## config.mk

```make
export PLATFORM = sky130hd
export DESIGN_NAME = calendar_datetime_adder
export DESIGN_NICKNAME = d
export VERILOG_FILES = /design/src/sv/cda_pkg.sv /design/src/sv/cda_seq.sv /design/src/sv/cda_dp.sv /design/src/sv/calendar_datetime_adder.sv
export SDC_FILE = /design/constraint.sdc
export NUM_CORES = 1
export LEC_CHECK = 0
export ABC_AREA = 1
export BUFFER_PORTS_ARGS = -buffer_cell sky130_fd_sc_hd__buf_2
export CAP_MARGIN = 10
export CORE_MARGIN = 10
export CORE_UTILIZATION = 40
export CTS_CLUSTER_DIAMETER = 40
export CTS_CLUSTER_SIZE = 25
export DETAILED_ROUTE_END_ITERATION = 10
export PLACE_DENSITY = 0.53
export SETUP_SLACK_MARGIN = 0.2
export SKIP_LAST_GASP = 1
export SYNTH_ARGS = -nofsm -noshare
export SYNTH_HDL_FRONTEND = slang
export SYNTH_SLANG_ARGS = --single-unit
export TNS_END_PERCENT = 5
```

## constraint.sdc

```tcl
create_clock -name clock -period 12.25 [get_ports clock]
set_input_delay 1.225 -clock clock [delete_from_list [all_inputs] [get_ports clock]]
set_output_delay 1.225 -clock clock [all_outputs]
set_load 0.01 [all_outputs]
```

## src/sv/cda_pkg.sv

```systemverilog
`timescale 1ns / 1ps
// ----------------------------------------------------------------------------
// cda_pkg: shared types, constants and calendar helpers
// Microcode program, control/status structs and month-length logic for the
// calendar date/time adder.
// ----------------------------------------------------------------------------
package cda_pkg;

   // field widths
   localparam int YEAR_W = 16;
   localparam int AMT_W  = 16;
   localparam int MON_W  = 4;
   localparam int DAY_W  = 5;
   localparam int HR_W   = 5;
   localparam int MIN_W  = 6;
   localparam int SEC_W  = 6;

   localparam int DEF_AMOUNT_BITS = 16;

   // working sum: a field plus a full amount
   localparam int T_W     = AMT_W + 1;
   // reciprocal divide: q = (t * floor(2^FRAC_W / d)) >> FRAC_W, then one fixup
   localparam int FRAC_W  = 22;
   localparam int RECIP_W = 19;
   localparam int PROD_W  = T_W + RECIP_W;
   localparam int Q_W     = PROD_W - FRAC_W;

   localparam logic [RECIP_W-1:0] RECIP_60 = RECIP_W'((64'd1 << FRAC_W) / 60);
   localparam logic [RECIP_W-1:0] RECIP_24 = RECIP_W'((64'd1 << FRAC_W) / 24);
   localparam logic [RECIP_W-1:0] RECIP_12 = RECIP_W'((64'd1 << FRAC_W) / 12);

   localparam logic [T_W-1:0] SECS_PER_MIN = T_W'(60);
   localparam logic [T_W-1:0] HRS_PER_DAY  = T_W'(24);
   localparam logic [T_W-1:0] MONS_PER_YR  = T_W'(12);

   // divisibility by 25 of year/4: multiply by inverse of 25 mod 2^14
   localparam int QY_W = YEAR_W - 2;
   localparam logic [QY_W-1:0] INV25     = QY_W'(7209);
   localparam logic [QY_W-1:0] DIV25_MAX = QY_W'(((1 << QY_W) - 1) / 25);

   // unit codes
   localparam logic [2:0] UNIT_SEC   = 3'd0;
   localparam logic [2:0] UNIT_MIN   = 3'd1;
   localparam logic [2:0] UNIT_HOUR  = 3'd2;
   localparam logic [2:0] UNIT_DAY   = 3'd3;
   localparam logic [2:0] UNIT_MONTH = 3'd4;

   // month codes used by the length lookup
   localparam logic [MON_W-1:0] MON_JAN = 4'd1;
   localparam logic [MON_W-1:0] MON_FEB = 4'd2;
   localparam logic [MON_W-1:0] MON_APR = 4'd4;
   localparam logic [MON_W-1:0] MON_JUN = 4'd6;
   localparam logic [MON_W-1:0] MON_SEP = 4'd9;
   localparam logic [MON_W-1:0] MON_NOV = 4'd11;
   localparam logic [MON_W-1:0] MON_DEC = 4'd12;

   typedef enum logic [2:0] {
      OP_NOP,
      OP_CLAMP,
      OP_MUL,
      OP_DIV,
      OP_DAYS,
      OP_WALK,
      OP_DONE
   } op_type;

   typedef enum logic [1:0] {
      FLD_SEC,
      FLD_MIN,
      FLD_HOUR,
      FLD_MON
   } fld_type;

   localparam int PC_W = 4;

   // program steps
   localparam logic [PC_W-1:0] S_CLAMP_IN = 4'd0;
   localparam logic [PC_W-1:0] S_MUL_SEC  = 4'd1;
   localparam logic [PC_W-1:0] S_DIV_SEC  = 4'd2;
   localparam logic [PC_W-1:0] S_MUL_MIN  = 4'd3;
   localparam logic [PC_W-1:0] S_DIV_MIN  = 4'd4;
   localparam logic [PC_W-1:0] S_MUL_HOUR = 4'd5;
   localparam logic [PC_W-1:0] S_DIV_HOUR = 4'd6;
   localparam logic [PC_W-1:0] S_DAYS     = 4'd7;
   localparam logic [PC_W-1:0] S_WALK     = 4'd8;
   localparam logic [PC_W-1:0] S_MUL_MON  = 4'd9;
   localparam logic [PC_W-1:0] S_DIV_MON  = 4'd10;
   localparam logic [PC_W-1:0] S_SETTLE   = 4'd11;
   localparam logic [PC_W-1:0] S_CLAMP    = 4'd12;
   localparam logic [PC_W-1:0] S_DONE     = 4'd13;

   typedef struct packed {
      op_type          op;
      fld_type         fld;
      logic            jmp;     // jump to target while the day carry is nonzero
      logic [PC_W-1:0] target;
   } ucode_type;

   typedef struct packed {
      logic    load;
      op_type  op;
      fld_type fld;
   } cda_ctrl_type;

   typedef struct packed {
      logic carry_nz;
   } cda_stat_type;

   function automatic ucode_type uword(input op_type op, input fld_type fld,
                                       input logic jmp, input logic [PC_W-1:0] target);
      ucode_type w;
      w.op     = op;
      w.fld    = fld;
      w.jmp    = jmp;
      w.target = target;
      return w;
   endfunction

   // control store
   function automatic ucode_type ucode(input logic [PC_W-1:0] pc);
      ucode_type w;
      unique case (pc)
         S_CLAMP_IN: w = uword(OP_CLAMP, FLD_SEC,  1'b0, S_CLAMP_IN);
         S_MUL_SEC:  w = uword(OP_MUL,   FLD_SEC,  1'b0, S_CLAMP_IN);
         S_DIV_SEC:  w = uword(OP_DIV,   FLD_SEC,  1'b0, S_CLAMP_IN);
         S_MUL_MIN:  w = uword(OP_MUL,   FLD_MIN,  1'b0, S_CLAMP_IN);
         S_DIV_MIN:  w = uword(OP_DIV,   FLD_MIN,  1'b0, S_CLAMP_IN);
         S_MUL_HOUR: w = uword(OP_MUL,   FLD_HOUR, 1'b0, S_CLAMP_IN);
         S_DIV_HOUR: w = uword(OP_DIV,   FLD_HOUR, 1'b0, S_CLAMP_IN);
         S_DAYS:     w = uword(OP_DAYS,  FLD_SEC,  1'b0, S_CLAMP_IN);
         S_WALK:     w = uword(OP_WALK,  FLD_SEC,  1'b1, S_WALK);
         S_MUL_MON:  w = uword(OP_MUL,   FLD_MON,  1'b0, S_CLAMP_IN);
         S_DIV_MON:  w = uword(OP_DIV,   FLD_MON,  1'b0, S_CLAMP_IN);
         S_SETTLE:   w = uword(OP_NOP,   FLD_SEC,  1'b0, S_CLAMP_IN);
         S_CLAMP:    w = uword(OP_CLAMP, FLD_SEC,  1'b0, S_CLAMP_IN);
         default:    w = uword(OP_DONE,  FLD_SEC,  1'b0, S_CLAMP_IN);
      endcase
      return w;
   endfunction

   // Gregorian leap rule: /4, except /100 unless /400
   function automatic logic is_leap(input logic [YEAR_W-1:0] y);
      logic [QY_W-1:0] p;
      logic            d25;
      p   = QY_W'(y[YEAR_W-1:2] * INV25);
      d25 = (p <= DIV25_MAX);
      return (y[1:0] == 2'd0) && (!d25 || (y[3:2] == 2'd0));
   endfunction

   function automatic logic [DAY_W-1:0] mon_len(input logic [MON_W-1:0] m, input logic leap);
      logic [DAY_W-1:0] len;
      case (m) inside
         MON_FEB:                           len = leap ? 5'd29 : 5'd28;
         MON_APR, MON_JUN, MON_SEP, MON_NOV: len = 5'd30;
         default:                           len = 5'd31;
      endcase
      return len;
   endfunction

endpackage

```

## src/sv/cda_seq.sv

```systemverilog
`timescale 1ns / 1ps
// ----------------------------------------------------------------------------
// cda_seq: microcode sequencer
// Step counter over the control store, busy flag, loop on the day walk and
// the result strobe.
// ----------------------------------------------------------------------------
module cda_seq import cda_pkg::*; (
   input  logic         clock,
   input  logic         reset,
   input  logic         start,
   input  cda_stat_type stat,
   output logic         busy,
   output logic         done,
   output cda_ctrl_type ctrl
);

   logic [PC_W-1:0] pc_ff, pc_in;
   logic            busy_ff, busy_in;
   logic            done_ff, done_in;
   logic            accept;
   ucode_type       word;

   assign accept = start && !busy_ff;
   assign word   = ucode(pc_ff);

   always_comb begin
      pc_in   = pc_ff;
      busy_in = busy_ff;
      done_in = 1'b0;
      if (accept) begin
         pc_in   = S_CLAMP_IN;
         busy_in = 1'b1;
      end else if (busy_ff) begin
         if (word.op == OP_DONE) begin
            busy_in = 1'b0;
            done_in = 1'b1;
         end else if (word.jmp && stat.carry_nz) begin
            pc_in = word.target;
         end else begin
            pc_in = pc_ff + 1'b1;
         end
      end
   end

   always_ff @(posedge clock) begin
      if (reset) begin
         pc_ff   <= S_CLAMP_IN;
         busy_ff <= 1'b0;
         done_ff <= 1'b0;
      end else begin
         pc_ff   <= pc_in;
         busy_ff <= busy_in;
         done_ff <= done_in;
      end
   end

   assign busy      = busy_ff;
   assign done      = done_ff;
   assign ctrl.load = accept;
   assign ctrl.op   = busy_ff ? word.op : OP_NOP;
   assign ctrl.fld  = word.fld;

endmodule

```

## src/sv/cda_dp.sv

```systemverilog
`timescale 1ns / 1ps
// ----------------------------------------------------------------------------
// cda_dp: date/time datapath
// Field registers, reciprocal divider by 60/24/12 and the month-step walker,
// driven one control word per cycle.
// ----------------------------------------------------------------------------
module cda_dp import cda_pkg::*; #(
   parameter int AMOUNT_BITS = DEF_AMOUNT_BITS
) (
   input  logic               clock,
   input  cda_ctrl_type       ctrl,
   input  logic [2:0]         unit,
   input  logic [AMT_W-1:0]   amount,
   input  logic [YEAR_W-1:0]  year_src,
   input  logic [MON_W-1:0]   month_src,
   input  logic [DAY_W-1:0]   day_src,
   input  logic [HR_W-1:0]    hour_src,
   input  logic [MIN_W-1:0]   minute_src,
   input  logic [SEC_W-1:0]   second_src,
   output cda_stat_type       stat,
   output logic [YEAR_W-1:0]  year_res,
   output logic [MON_W-1:0]   month_res,
   output logic [DAY_W-1:0]   day_res,
   output logic [HR_W-1:0]    hour_res,
   output logic [MIN_W-1:0]   minute_res,
   output logic [SEC_W-1:0]   second_res
);

   localparam int AMT_KEEP = (AMOUNT_BITS < AMT_W) ? AMOUNT_BITS : AMT_W;
   localparam logic [AMT_W-1:0] AMT_MASK = AMT_W'((64'd1 << AMT_KEEP) - 1);

   logic [2:0]        unit_ff, unit_in;
   logic [AMT_W-1:0]  amt_ff, amt_in;
   logic [YEAR_W-1:0] yr_ff, yr_in;
   logic [MON_W-1:0]  mo_ff, mo_in;
   logic [DAY_W-1:0]  dy_ff, dy_in;
   logic [HR_W-1:0]   hr_ff, hr_in;
   logic [MIN_W-1:0]  mi_ff, mi_in;
   logic [SEC_W-1:0]  se_ff, se_in;
   logic [T_W-1:0]    carry_ff, carry_in;
   logic [T_W-1:0]    tsum_ff, tsum_in;
   logic [PROD_W-1:0] prod_ff, prod_in;
   logic              leap_ff, leap_in;

   logic [DAY_W-1:0]   len;
   logic [T_W-1:0]     base, addend, dconst, qd, r0, rr, dsum;
   logic [RECIP_W-1:0] recip;
   logic [Q_W-1:0]     q0, qq;
   logic [2:0]         own_unit;

   always_comb begin
      len = mon_len(mo_ff, leap_ff);

      unique case (ctrl.fld)
         FLD_SEC:  begin own_unit = UNIT_SEC;  base = T_W'(se_ff); end
         FLD_MIN:  begin own_unit = UNIT_MIN;  base = T_W'(mi_ff); end
         FLD_HOUR: begin own_unit = UNIT_HOUR; base = T_W'(hr_ff); end
         default:  begin own_unit = UNIT_MONTH; base = T_W'(mo_ff - 4'd1); end
      endcase
      unique case (ctrl.fld) inside
         FLD_SEC, FLD_MIN: begin recip = RECIP_60; dconst = SECS_PER_MIN; end
         FLD_HOUR:         begin recip = RECIP_24; dconst = HRS_PER_DAY;  end
         default:          begin recip = RECIP_12; dconst = MONS_PER_YR;  end
      endcase
      // month offset always takes the amount; time fields take the amount
      // only for their own unit, else the carry from below
      addend = ((unit_ff == own_unit) || (ctrl.fld == FLD_MON)) ? T_W'(amt_ff) : carry_ff;

      // quotient estimate is exact or one short; fix with one compare
      q0 = prod_ff[PROD_W-1:FRAC_W];
      qd = T_W'(T_W'(q0) * dconst);
      r0 = tsum_ff - qd;
      if (r0 >= dconst) begin
         rr = r0 - dconst;
         qq = q0 + 1'b1;
      end else begin
         rr = r0;
         qq = q0;
      end

      dsum = T_W'(dy_ff) + carry_ff;

      unit_in  = unit_ff;
      amt_in   = amt_ff;
      yr_in    = yr_ff;
      mo_in    = mo_ff;
      dy_in    = dy_ff;
      hr_in    = hr_ff;
      mi_in    = mi_ff;
      se_in    = se_ff;
      carry_in = carry_ff;
      tsum_in  = tsum_ff;
      prod_in  = prod_ff;

      if (ctrl.load) begin
         unit_in  = unit;
         amt_in   = amount & AMT_MASK;
         yr_in    = year_src;
         mo_in    = (month_src == 4'd0) ? MON_JAN : ((month_src > MON_DEC) ? MON_DEC : month_src);
         dy_in    = (day_src == 5'd0) ? 5'd1 : day_src;
         hr_in    = (hour_src > 5'd23) ? 5'd23 : hour_src;
         mi_in    = (minute_src > 6'd59) ? 6'd59 : minute_src;
         se_in    = (second_src > 6'd59) ? 6'd59 : second_src;
         carry_in = '0;
      end else begin
         unique case (ctrl.op)
            OP_CLAMP: begin
               if (dy_ff > len) dy_in = len;
            end
            OP_MUL: begin
               tsum_in = base + addend;
               prod_in = PROD_W'(tsum_in) * PROD_W'(recip);
            end
            OP_DIV: begin
               unique case (ctrl.fld)
                  FLD_SEC:  begin se_in = rr[SEC_W-1:0]; carry_in = T_W'(qq); end
                  FLD_MIN:  begin mi_in = rr[MIN_W-1:0]; carry_in = T_W'(qq); end
                  FLD_HOUR: begin hr_in = rr[HR_W-1:0];  carry_in = T_W'(qq); end
                  default: begin
                     if (unit_ff == UNIT_MONTH) begin
                        yr_in = yr_ff + YEAR_W'(qq);
                        mo_in = rr[MON_W-1:0] + 4'd1;
                     end
                  end
               endcase
            end
            OP_DAYS: begin
               if (unit_ff == UNIT_DAY) carry_in = T_W'(amt_ff);
            end
            OP_WALK: begin
               if (carry_ff != '0) begin
                  if (dsum > T_W'(len)) begin
                     carry_in = carry_ff - T_W'(len - dy_ff + 5'd1);
                     dy_in    = 5'd1;
                     if (mo_ff == MON_DEC) begin
                        mo_in = MON_JAN;
                        yr_in = yr_ff + 1'b1;
                     end else begin
                        mo_in = mo_ff + 4'd1;
                     end
                  end else begin
                     dy_in    = dsum[DAY_W-1:0];
                     carry_in = '0;
                  end
               end
            end
            default: ;
         endcase
      end

      // leap flag is registered from the year register and trails it, except at load
      leap_in = is_leap(ctrl.load ? year_src : yr_ff);
   end

   always_ff @(posedge clock) begin
      unit_ff  <= unit_in;
      amt_ff   <= amt_in;
      yr_ff    <= yr_in;
      mo_ff    <= mo_in;
      dy_ff    <= dy_in;
      hr_ff    <= hr_in;
      mi_ff    <= mi_in;
      se_ff    <= se_in;
      carry_ff <= carry_in;
      tsum_ff  <= tsum_in;
      prod_ff  <= prod_in;
      leap_ff  <= leap_in;
   end

   assign stat.carry_nz = (carry_ff != '0);
   assign year_res   = yr_ff;
   assign month_res  = mo_ff;
   assign day_res    = dy_ff;
   assign hour_res   = hr_ff;
   assign minute_res = mi_ff;
   assign second_res = se_ff;

endmodule

```

## src/sv/calendar_datetime_adder.sv

```systemverilog
`timescale 1ns / 1ps
// ----------------------------------------------------------------------------
// calendar_datetime_adder: Gregorian date/time adder
// Moves a date and time forward by an amount of seconds, minutes, hours,
// days or months under control of a small microcode program.
// ----------------------------------------------------------------------------
// Usage:
//   Request channel: drive req_* and raise start; the request is taken at a
//   clock edge where start is high and busy is low. busy then stays high
//   up to the edge that raises rsp_valid.
//   Response channel: rsp_valid is high for exactly one cycle with the moved
//   date and time on rsp_*. The receiver cannot hold it off; capture it then.
//   The rsp_* fields keep their value until the next request is taken.
//   The program clamps the day, ripples carries through seconds, minutes and
//   hours, walks the day carry month by month, adds months and clamps the day
//   again. Each month boundary crossed by the day carry adds a walk step, and
//   one more is added when days remain after the last boundary, so the walk
//   sets how long a request takes. A full 16-bit day amount crosses about 2150
//   months. A new request is taken in the cycle rsp_valid is high.
//   Reset (synchronous, active high) returns the sequencer to idle and drops
//   any request in flight; no result is issued for it.
// ----------------------------------------------------------------------------
module calendar_datetime_adder import cda_pkg::*; #(
   parameter int AMOUNT_BITS = DEF_AMOUNT_BITS
) (
   input  logic              clock,
   input  logic              reset,
   // request channel
   input  logic              start,
   output logic              busy,
   input  logic [2:0]        req_unit,
   input  logic [AMT_W-1:0]  req_amount,
   input  logic [YEAR_W-1:0] req_year_in,
   input  logic [MON_W-1:0]  req_month_in,
   input  logic [DAY_W-1:0]  req_day_in,
   input  logic [HR_W-1:0]   req_hour_in,
   input  logic [MIN_W-1:0]  req_minute_in,
   input  logic [SEC_W-1:0]  req_second_in,
   // response channel
   output logic              rsp_valid,
   output logic [YEAR_W-1:0] rsp_year_out,
   output logic [MON_W-1:0]  rsp_month_out,
   output logic [DAY_W-1:0]  rsp_day_out,
   output logic [HR_W-1:0]   rsp_hour_out,
   output logic [MIN_W-1:0]  rsp_minute_out,
   output logic [SEC_W-1:0]  rsp_second_out
);

   cda_ctrl_type ctrl;
   cda_stat_type stat;

   // step counter and control store; loops on the day walk
   cda_seq u_seq (
      .clock (clock),
      .reset (reset),
      .start (start),
      .stat  (stat),
      .busy  (busy),
      .done  (rsp_valid),
      .ctrl  (ctrl)
   );

   // field registers, divider and month walker; results come straight from
   // the field registers, which hold until the next request loads them
   cda_dp #(
      .AMOUNT_BITS (AMOUNT_BITS)
   ) u_dp (
      .clock      (clock),
      .ctrl       (ctrl),
      .unit       (req_unit),
      .amount     (req_amount),
      .year_src   (req_year_in),
      .month_src  (req_month_in),
      .day_src    (req_day_in),
      .hour_src   (req_hour_in),
      .minute_src (req_minute_in),
      .second_src (req_second_in),
      .stat       (stat),
      .year_res   (rsp_year_out),
      .month_res  (rsp_month_out),
      .day_res    (rsp_day_out),
      .hour_res   (rsp_hour_out),
      .minute_res (rsp_minute_out),
      .second_res (rsp_second_out)
   );

endmodule

```

==> results of run 1 <==
-- where the power goes --
group / switching, uW / internal [uW]
clock: 210 / 298
sequential: 31.4 / 480
combinational: 710 / 432
-- cells by family after synthesis --
| group | share of synthesized area [%] |
|---|---|
| buffers and inverters | 11.9 |
| AOI/OAI and AO/OA | 10.4 |
| DFF | 17.9 |
| other | 0.0199 |
| and+or+nand+nor | 17.3 |
| muxes | 0.432 |
| xor gates and xnor gates | 5.25 |
| adders and majority gates | 36.8 |
-- stage by stage --
stage | hold WS [ns] | worst slack, ns | total power, uW | utilization (%)
6_report | 0.532 | 2.46 | 2160 | 44.3
5_1_grt | 0.583 | 1.73 | 2370 | 44.3
4_1_cts | 0.531 | 2.51 | 2190 | 44.3
3_5_place_dp | 0.514 | 2.59 | 1660 | 43.0
3_3_place_gp | 0.513 | 2.75 | 1660 | 43.0
2_1_floorplan | 0.488 | 4.03 | 1350 | -
-- cell usage in the layout, fill, tap and decap left out, types with 10 or more instances in the layout --
| cell type | Yosys | final |
|---|---|---|
| nor4_1 | 11 | 10 |
| nor3_1 | 22 | 22 |
| nand4_1 | 18 | 18 |
| o21ai_0 | 112 | 112 |
| xnor2_1 | 32 | 32 |
| buf_4 | 2 | 13 |
| a31oi_1 | 23 | 23 |
| clkbuf_16 | 0 | 17 |
| nand3_1 | 86 | 86 |
| xor2_1 | 79 | 79 |
| o211ai_1 | 13 | 13 |
| fa_1 | 185 | 185 |
| inv_1 | 542 | 541 |
| a21o_1 | 10 | 10 |
| nor2_1 | 164 | 163 |
| dfxtp_1 | 30 | 30 |
| a21oi_1 | 137 | 137 |
| nand3b_1 | 15 | 15 |
| ha_1 | 257 | 257 |
| edfxtp_1 | 92 | 92 |
| o21ai_1 | 15 | 15 |
| buf_2 | 3 | 107 |
| nand2_1 | 443 | 443 |
-- area by class of cell --
| type | instances | area (sq um) |
|---|---|---|
| fillers | 4762 | 25900 |
| multi-input cells | 1693 | 13200 |
| flip-flops and latches | 122 | 3360 |
| inverters | 545 | 2050 |
| well taps | 607 | 759 |
| repair buffers | 120 | 633 |
| clock buffers | 18 | 429 |
| clock inverters | 14 | 150 |
-- final timing paths --
path | from | slack [ns] | endpoint
min | u_seq.pc_ff[0] | 0.53 | u_seq.pc_ff[0]
max | u_seq.word[6] | 2.46 | u_dp.prod_ff[35]
max reg2reg | u_seq.word[6] | 2.46 | u_dp.prod_ff[35]
min reg2reg | u_seq.pc_ff[0] | 0.53 | u_seq.pc_ff[0]
-- routing by layer --
layer  GRT usage [%]  share of wire, %
met1            27.9                45
met2            34.6                47
met3            2.88               4.7
met4            7.37               2.7
met5               0                 0
-- registers in the layout, indices dropped and copies added (netlist names) --
name / cells
u_seq.done: 1
u_dp.prod_ff: 14
u_seq.busy: 1
u_seq.pc_ff: 4
u_dp.month_res: 4
u_dp.hour_res: 5
u_dp.unit_ff: 3
u_dp.minute_res: 6
u_dp.carry_ff: 17
u_dp.leap_ff: 1
u_dp.day_res: 5
u_seq.word: 6
u_dp.second_res: 6
u_dp.year_res: 16
u_dp.amt_ff: 16
u_dp.tsum_ff: 17
-- worst reg2reg max path, delay by kind of cell, from the launching register on --
| kind | cells | cell delay, ns |
|---|---|---|
| muxes | 1 | 0.26 |
| buffers and inverters | 7 | 0.49 |
| adders and majority gates | 9 | 4.17 |
| AOI/OAI and AO/OA | 10 | 1.93 |
| xor gates and xnor gates | 1 | 0.29 |
| and+or+nand+nor | 11 | 1.78 |
| DFF | 1 | 0.61 |
==> impl_results.md, run 1 <==
- Outcome: completed
- Worst-path fanout max: 36
- Clock sink total: roughly 120
- Clk_lat worst skew: between 0.4 and 0.5 ns
- Fin area: 20600 sq um
- Arr. time, crit path: ~10 ns
- RSZ-0062 raised after global routing: false
- Max cap viols: 0
- Slew at the pin closest to its max-slew limit: ~1.1 ns
- Final TNS setup: 0 ns
- Diodes inserted: 0
- Detailed placement HPWL: 51.1 mm
- Avg Cell Area, Syn: 7.83 sq um
- Leak Pwr: 0.0110 uW
- Synth async-reset ratio: 0%
- Wire length per cell: ~19 um
- Relative slew slack: 23.4%
- Core Region: between 40000 and 50000 sq um
- Placed cell area: between 20000 and 25000 sq um
- Remaining DRCs: 0
- Sequential-to-total area share from yosys stat: between 15 and 20%
- Chip height: ~240 um
- Distinct cells, synth: 55
- Vias: between 15000 and 20000
- Setup violations, final: 0
- Largest area contributor in the netlist: fa_1
- Total wire length: ~60 mm
- Synth top cells by count: 542 x inv_1, 443 x nand2_1, 257 x ha_1
- # H-tree levels: 4
- Final slew viol count: 0
- Initial antenna violation count: 0
- Layout Nets: 3005
- RD Place Congestion: 0.925
- Layout cells sized above 1: between 7 and 8%
- Maximum vdd drop: 0.000114 V
- Worst min-delay path class: reg -> reg
- R2R cell count: 39
- Post-CTS Hold Fix Bufs: 0
- CTS Buf Count: 17
- Max stage delay cell, worst path: dfxtp_1
- Final hold vios: 0
- Post-route insts no fill: 3119
- Crit path depth: 39
- Post-synth top area share: 19.7%
- IO Pins: approximately 110
- CP Buf/Inv Count: 7
- Setup Skew: 0.0121 ns
- Vias in the first global route: between 15000 and 20000
- Post-route minimum period: 9.79 ns
- Post-CTS resize count: 0
- Die area: between 50000 and 60000 sq um
- CTS max path bufs: 2
- Ys Warns: 0
- Row count: 79
- CP endpoint kind: register
- # Post-CTS Setup Buffers: 0
- GRT overflow: 0
- Synth Cell Area: 18800 sq um
- Crit-path leading delay family: adder cells
- Predominant post-synthesis flop cell: edfxtp_1
- Most instantiated library cell after synthesis: inv_1
- All-Layer GR Usage: 21.1%
- Area Growth Syn to Fin: 9.57%
- Input/output buffers: roughly 110
- Critical path class: reg -> reg
- Dpl cells: ~3100
- Number of synthesized flops with an enable pin: just over 90
- Reg clk slew, reported paths: about 0.060 ns
- Vias per inst: around 5.1
- Fmax achieved: a little over 100 MHz
- Tcrit/Tclk final: about four fifths
- Largest net degree at the start of global routing: 64
- Iteration-0 DRC Markers: 914
- Worst EP required: around 12 ns
- Detailed Routing Iterations Pass 1: 5
- First-pass GRT wire length: roughly 92 mm
- Worst Hold Path Cells: 2
- Top cells by area, synth: fa_1 20%, ha_1 17%, edfxtp_1 15%
- Synth Instances: ~2400
- Net Count, Synth: between 2000 and 3000
- Root Driver: clkbuf_16
- Initial core utilization: approximately two fifths
- Antenna Violating Nets Remaining: 0
- Worst stage delay on the critical path: a little over 0.6 ns
- CTS tree: done
- Yosys reg bits: 122
- Power Dens Cells: about 100 nW/um^2
- Die W: 237 um
- Startpoint Class: register
No activity file was read; power rests on OpenSTA's default activity.
==> run 2, diff against run 1 <==
==> constraint.sdc (replaced) <==
create_clock -name clock -period 9.7 [get_ports clock]
set_input_delay 0.97 -clock clock [delete_from_list [all_inputs] [get_ports clock]]
set_output_delay 0.97 -clock clock [all_outputs]
set_load 0.01 [all_outputs]
==> run 2 against run 1 <==
Wire length about the same. Worst setup slack got worse by 1.6 ns. Cell count increased by 0.22%. Largest cell class unchanged. Clock power increased by 26%. Via count about the same. Fmax increased by 11%. Global-route usage about the same. Clock skew increased by 0.0032 ns.
==> impl_results.md, run 2 (synthesis gave the netlist of run 1 again) <==
- Iteration-0 DRC Markers: 959 (was 914)
- Largest regs: u_dp.carry_ff x17, u_dp.tsum_ff x17 (unchanged)
- Relative slew slack: 23.1% (was 23.4%)
- Clock sink total: 122 (unchanged)
- Post-CTS Hold Fix Bufs: 0 (unchanged)
- GRT overflow: 0 (unchanged)
- Clk_lat worst skew: 0.47 ns (was 0.48 ns)
- Maximum vdd drop: 0.000135 V (was 0.000114 V)
- CP Buf/Inv Count: 11 (was 7)
- Arr. time, crit path: 9.04 ns (was 10.03 ns)
- Initial antenna violation count: 1 (was 0)
- Post-route minimum period: 8.81 ns (was 9.79 ns)
- CTS max path bufs: 2 (unchanged)
- Most frequent cells in the layout: 541 x inv_1, 443 x nand2_1, 257 x ha_1 (unchanged)
- Detailed Routing Iterations Pass 1: 7 (was 5)
- Vias per inst: 5.12 (was 5.13)
- Outcome: completed (unchanged)
- CTS tree: done (unchanged)
- Setup violations, final: 0 (unchanged)
- Worst stage delay on the critical path: 0.57 ns (was 0.61 ns)
- Worst Hold Margin: 0.533 ns (was 0.532 ns)
- Worst EP required: 9.93 ns (was 12.49 ns)
- Max cap viols: 0 (unchanged)
- Largest net degree at the start of global routing: 42 (was 64)
- Area Growth Syn to Fin: 10.1% (was 9.57%)
- Tcrit/Tclk final: 90.8% (was 79.9%)
- Vias: 16000 (about the same)
- Slew at the pin closest to its max-slew limit: 1.14 ns (about the same)
- Chip height: 237 um (unchanged)
- RD Place Congestion: 0.924 (was 0.925)
- Antenna Violating Nets Remaining: 0 (unchanged)
- Row count: 79 (unchanged)
- Leak Pwr: 0.0111 uW (was 0.0110 uW)
- Worst-path fanout max: 25 (was 36)
- First-pass GRT wire length: 92.2 mm (was 91.8 mm)
- RSZ-0062 raised after global routing: false (unchanged)
- All-Layer GR Usage: 21.1% (about the same)
- Detailed placement HPWL: 51.4 mm (was 51.1 mm)
- Layout Nets: 3011 (was 3005)
- Initial core utilization: 40.4% (unchanged)
- Power Dens Cells: 133 nW/um^2 (was 105 nW/um^2)
- Register area: 3360 sq um (about the same)
- Vias in the first global route: 16200 (was 16100)
- Final slew viol count: 0 (unchanged)
- Die area: 56100 sq um (unchanged)
- Multi-input gate area: 13300 sq um (was 13200 sq um)
- Final TNS setup: 0 ns (unchanged)
- Core Region: 46600 sq um (unchanged)
- Cell mode on critical path: inv_1
- Max stage delay cell, worst path: fa_1 (was dfxtp_1)
- Critical path class: reg -> reg (unchanged)
- Remaining DRCs: 0 (unchanged)
- Final hold vios: 0 (unchanged)
- Die W: 237 um (unchanged)
- Total wire length: 58.7 mm (about the same)
- Layout cells sized above 1: 7.63% (was 7.21%)
- Commonest non-fill, non-tap cell in the layout: inv_1 (unchanged)
- Startpoint Class: register (unchanged)
- Setup Skew: 0.0153 ns (was 0.0121 ns)
- Root Driver: clkbuf_16 (unchanged)
- Fill count: 4799 (was 4762)
- Crit-path leading delay family: adder cells (unchanged)
- Worst min-delay path class: reg -> reg (unchanged)
- IO Pins: 108 (unchanged)
- Wire length per cell: 18.8 um (about the same)
- # H-tree levels: 4 (unchanged)
- CP endpoint kind: register (unchanged)
- Input/output buffers: 107 (unchanged)
- CTS Buf Count: 17 (unchanged)
- Fmax achieved: 114 MHz (was 102 MHz)
- Reg clk slew, reported paths: 0.06 ns (about the same)
-- run 2: final cells by class --
class	count	area share, %
sequential	122	16.3
inverter	545	9.88
clock inverter	12	0.604
multi-input combinational	1693	64.2
tap	607	3.67
timing repair buffer	126	3.31
antenna	1	0.0121
clock buffer	20	2.11
-- run 2: what timing repair did --
| action | in CTS | in global routing |
|---|---|---|
| gates resized for setup | 0 | 16 |
| endpoints found under the setup margin | 0 | 14 |
| setup buffers | 0 | 1 |
-- run 2: worst min-delay path, delay by kind of cell, from the launching register on --
family / cells / cell delay, ns
AOI/OAI and AO/OA: 1 / 0.06
DFF: 1 / 0.33
and+or+nand+nor: 1 / 0.09
-- run 2: power breakdown --
group          total (uW)  switching [uW]  internal [uW]
clock network         638             264            375
registers             647            40.4            607
logic                1460             908            550
total                2740            1210           1530
-- run 2: per-layer routing --
layer | wire length (um) | vias up | part of all wire, % | GRT usage [%]
li1 | - | 7848 | - | -
met1 | 26400 | 7653 | 45 | 27.9
met2 | 26800 | 431 | 46 | 33.2
met3 | 3400 | 80 | 5.8 | 3.91
met4 | 2100 | 0 | 3.6 | 8.78
met5 | 0 | - | 0 | 0
-- run 2: per-stage QoR --
stage                     power (uW)  cell area [sq um]  util [%]  instances  setup slack [ns]
after floorplan                 1700              18800         -       2402              1.48
after global placement          2100              20100      43.1       3092             0.635
after detailed placement        2100              20100      43.1       3092             0.480
after CTS                       2760              20600      44.3       3124             0.445
after global routing            3000              20700      44.5       3125             0.148
final                           2740              20700      44.5       3126             0.894
-- run 2: worst paths after layout --
kind                   from                to  slack (ns)  cells past startpoint
min          u_seq.pc_ff[0]    u_seq.pc_ff[0]        0.53                      2
max           u_seq.word[5]  u_dp.prod_ff[35]        0.89                     42
max reg2reg   u_seq.word[5]  u_dp.prod_ff[35]        0.89                     42
min reg2reg  u_seq.pc_ff[0]    u_seq.pc_ff[0]        0.53                      2
==> run 3, diff against run 2 <==
--- a/config.mk
+++ b/config.mk
@@ -13,7 +13,7 @@
 export CTS_CLUSTER_DIAMETER = 40
 export CTS_CLUSTER_SIZE = 25
 export DETAILED_ROUTE_END_ITERATION = 10
-export PLACE_DENSITY = 0.53
+export PLACE_DENSITY = 0.68
 export SETUP_SLACK_MARGIN = 0.2
 export SKIP_LAST_GASP = 1
 export SYNTH_ARGS = -nofsm -noshare
==> run 3 against run 2 <==
Clock power up 4.7%. Largest power group unchanged. Largest cell class unchanged. Sequential share of layout area about the same. Hold slack better by 0.014 ns.
==> impl_results.md, run 3 (synthesis gave the netlist of run 1 again) <==
- CTS Buf Count: 17 (unchanged)
- Detailed Routing Iterations Pass 1: 5 (was 7)
- Clock sink total: 122 (unchanged)
- Row count: 79 (unchanged)
- Fmax achieved: 113 MHz (was 114 MHz)
- Final slew viol count: 0 (unchanged)
- Initial core utilization: 40.4% (unchanged)
- Post-route minimum period: 8.85 ns (was 8.81 ns)
- Largest regs: u_dp.carry_ff x17, u_dp.tsum_ff x17 (unchanged)
- Worst min-delay path class: reg -> reg (unchanged)
- Maximum vdd drop: 0.000251 V (was 0.000135 V)
- Arr. time, crit path: 9.06 ns (was 9.04 ns)
- CTS tree: done (unchanged)
- Root Driver: clkbuf_16 (unchanged)
- Slew at the pin closest to its max-slew limit: 1.05 ns (was 1.14 ns)
- Layout cells sized above 1: 7.62% (was 7.63%)
- Relative slew slack: 29.0% (was 23.1%)
- Vias: 16300 (was 16000)
- Antenna Violating Nets Remaining: 0 (unchanged)
- CP endpoint kind: register (unchanged)
- Diodes inserted: 0 (was 1)
- Layout Nets: 3013 (was 3011)
- Tcrit/Tclk final: 91.3% (was 90.8%)
- Max stage delay cell, worst path: fa_1 (unchanged)
- Chip height: 237 um (unchanged)
- Wire length per cell: 17.9 um (was 18.8 um)
- Final TNS setup: 0 ns (unchanged)
- Input/output buffers: 107 (unchanged)
- Core Region: 46600 sq um (unchanged)
- All-Layer GR Usage: 19.9% (was 21.1%)
- Largest net degree at the start of global routing: 61 (was 42)
- RD Place Congestion: 0.945 (was 0.924)
- Critical path class: reg -> reg (unchanged)
- Most frequent cells in the layout: 541 x inv_1, 443 x nand2_1, 257 x ha_1 (unchanged)
- Commonest non-fill, non-tap cell in the layout: inv_1 (unchanged)
- Detailed placement HPWL: 47.9 mm (was 51.4 mm)
- First-pass GRT wire length: 89.1 mm (was 92.2 mm)
- Cell mode on critical path: inv_1 (unchanged)
- Area Growth Syn to Fin: 10.1% (about the same)
- Power Dens Cells: 135 nW/um^2 (was 133 nW/um^2)
- Startpoint Class: register (unchanged)
- Worst EP required: 9.91 ns (was 9.93 ns)
- Vias per inst: 5.22 (was 5.12)
- Final hold vios: 0 (unchanged)
- Reg clk slew, reported paths: 0.06 ns (about the same)
- Leak Pwr: 0.0111 uW (about the same)
- Die W: 237 um (unchanged)
- # H-tree levels: 4 (unchanged)
- Die area: 56100 sq um (unchanged)
- Total wire length: 56.1 mm (was 58.7 mm)
- Power Total: 2790 uW (was 2740 uW)
- Worst stage delay on the critical path: 0.59 ns (was 0.57 ns)
- Setup Skew: 0.0135 ns (was 0.0153 ns)
- IO Pins: 108 (unchanged)
- Vias in the first global route: 16200 (about the same)
- RSZ-0062 raised after global routing: false (unchanged)
- Setup violations, final: 0 (unchanged)
- Initial antenna violation count: 1 (unchanged)
- GRT overflow: 0 (unchanged)
- Iteration-0 DRC Markers: 1416 (was 959)
- CTS max path bufs: 2 (unchanged)
- Outcome: completed (unchanged)
- Max cap viols: 0 (unchanged)
- Remaining DRCs: 0 (unchanged)
- Clk_lat worst skew: 0.45 ns (was 0.47 ns)
- Worst-path fanout max: 25 (unchanged)
-- run 3: repair_timing --
item	in CTS	in global routing
buffers inserted	0	2
resized for setup	0	9
hold buffers	0	0
setup endpoints to repair	0	14
-- run 3: cell type report --
class	count	area [sq um]
clock buffer	18	429
sequential	122	3370
inverter	545	2050
multi-input combinational	1693	13300
clock inverter	13	170
tap	607	759
fill	4549	25800
timing repair buffer	128	692
-- run 3: final timing paths --
| check | startpoint | endpoint | slack (ns) | depth (start not counted) |
|---|---|---|---|---|
| setup / recovery | u_seq.word[5] | u_dp.prod_ff[35] | 0.85 | 40 |
| hold / removal | u_seq.pc_ff[0] | u_seq.pc_ff[0] | 0.55 | 2 |
| setup reg to reg | u_seq.word[5] | u_dp.prod_ff[35] | 0.85 | 40 |
| hold reg to reg | u_seq.pc_ff[0] | u_seq.pc_ff[0] | 0.55 | 2 |
-- run 3: per-layer routing --
layer,global-route usage [%],up-vias,wire (um)
li1,-,7858,-
met1,27.9,7819,25900
met2,31.4,573,25200
met3,2.91,69,3790
met4,5.11,2,1230
met5,0,-,17
-- run 3: power by group --
part / internal [uW] / switching, uW / total, uW
logic: 560 / 915 / 1480
clock network: 404 / 264 / 668
registers: 607 / 39.4 / 646
-- run 3: critical path, delay by kind of cell, from the launching register on --
kind | cells | cell delay (ns)
fa+ha+maj | 8 | 3.98
flops | 1 | 0.37
mux | 1 | 0.36
buf+inv | 9 | 0.76
simple gates | 9 | 0.88
xor+xnor | 1 | 0.32
compound gates | 12 | 1.92
-- run 3: stage by stage --
step                instance area (sq um)  utilization (%)  std cells  setup WS (ns)  hold WS (ns)
global route                        20700             44.5       3126          0.256         0.598
detailed placement                  20100             43.1       3092          0.509         0.537
CTS                                 20700             44.4       3123          0.467         0.545
floorplan                           18800                -       2402           1.48         0.488
global placement                    20100             43.1       3091          0.587         0.509
finish                              20700             44.5       3126          0.848         0.547
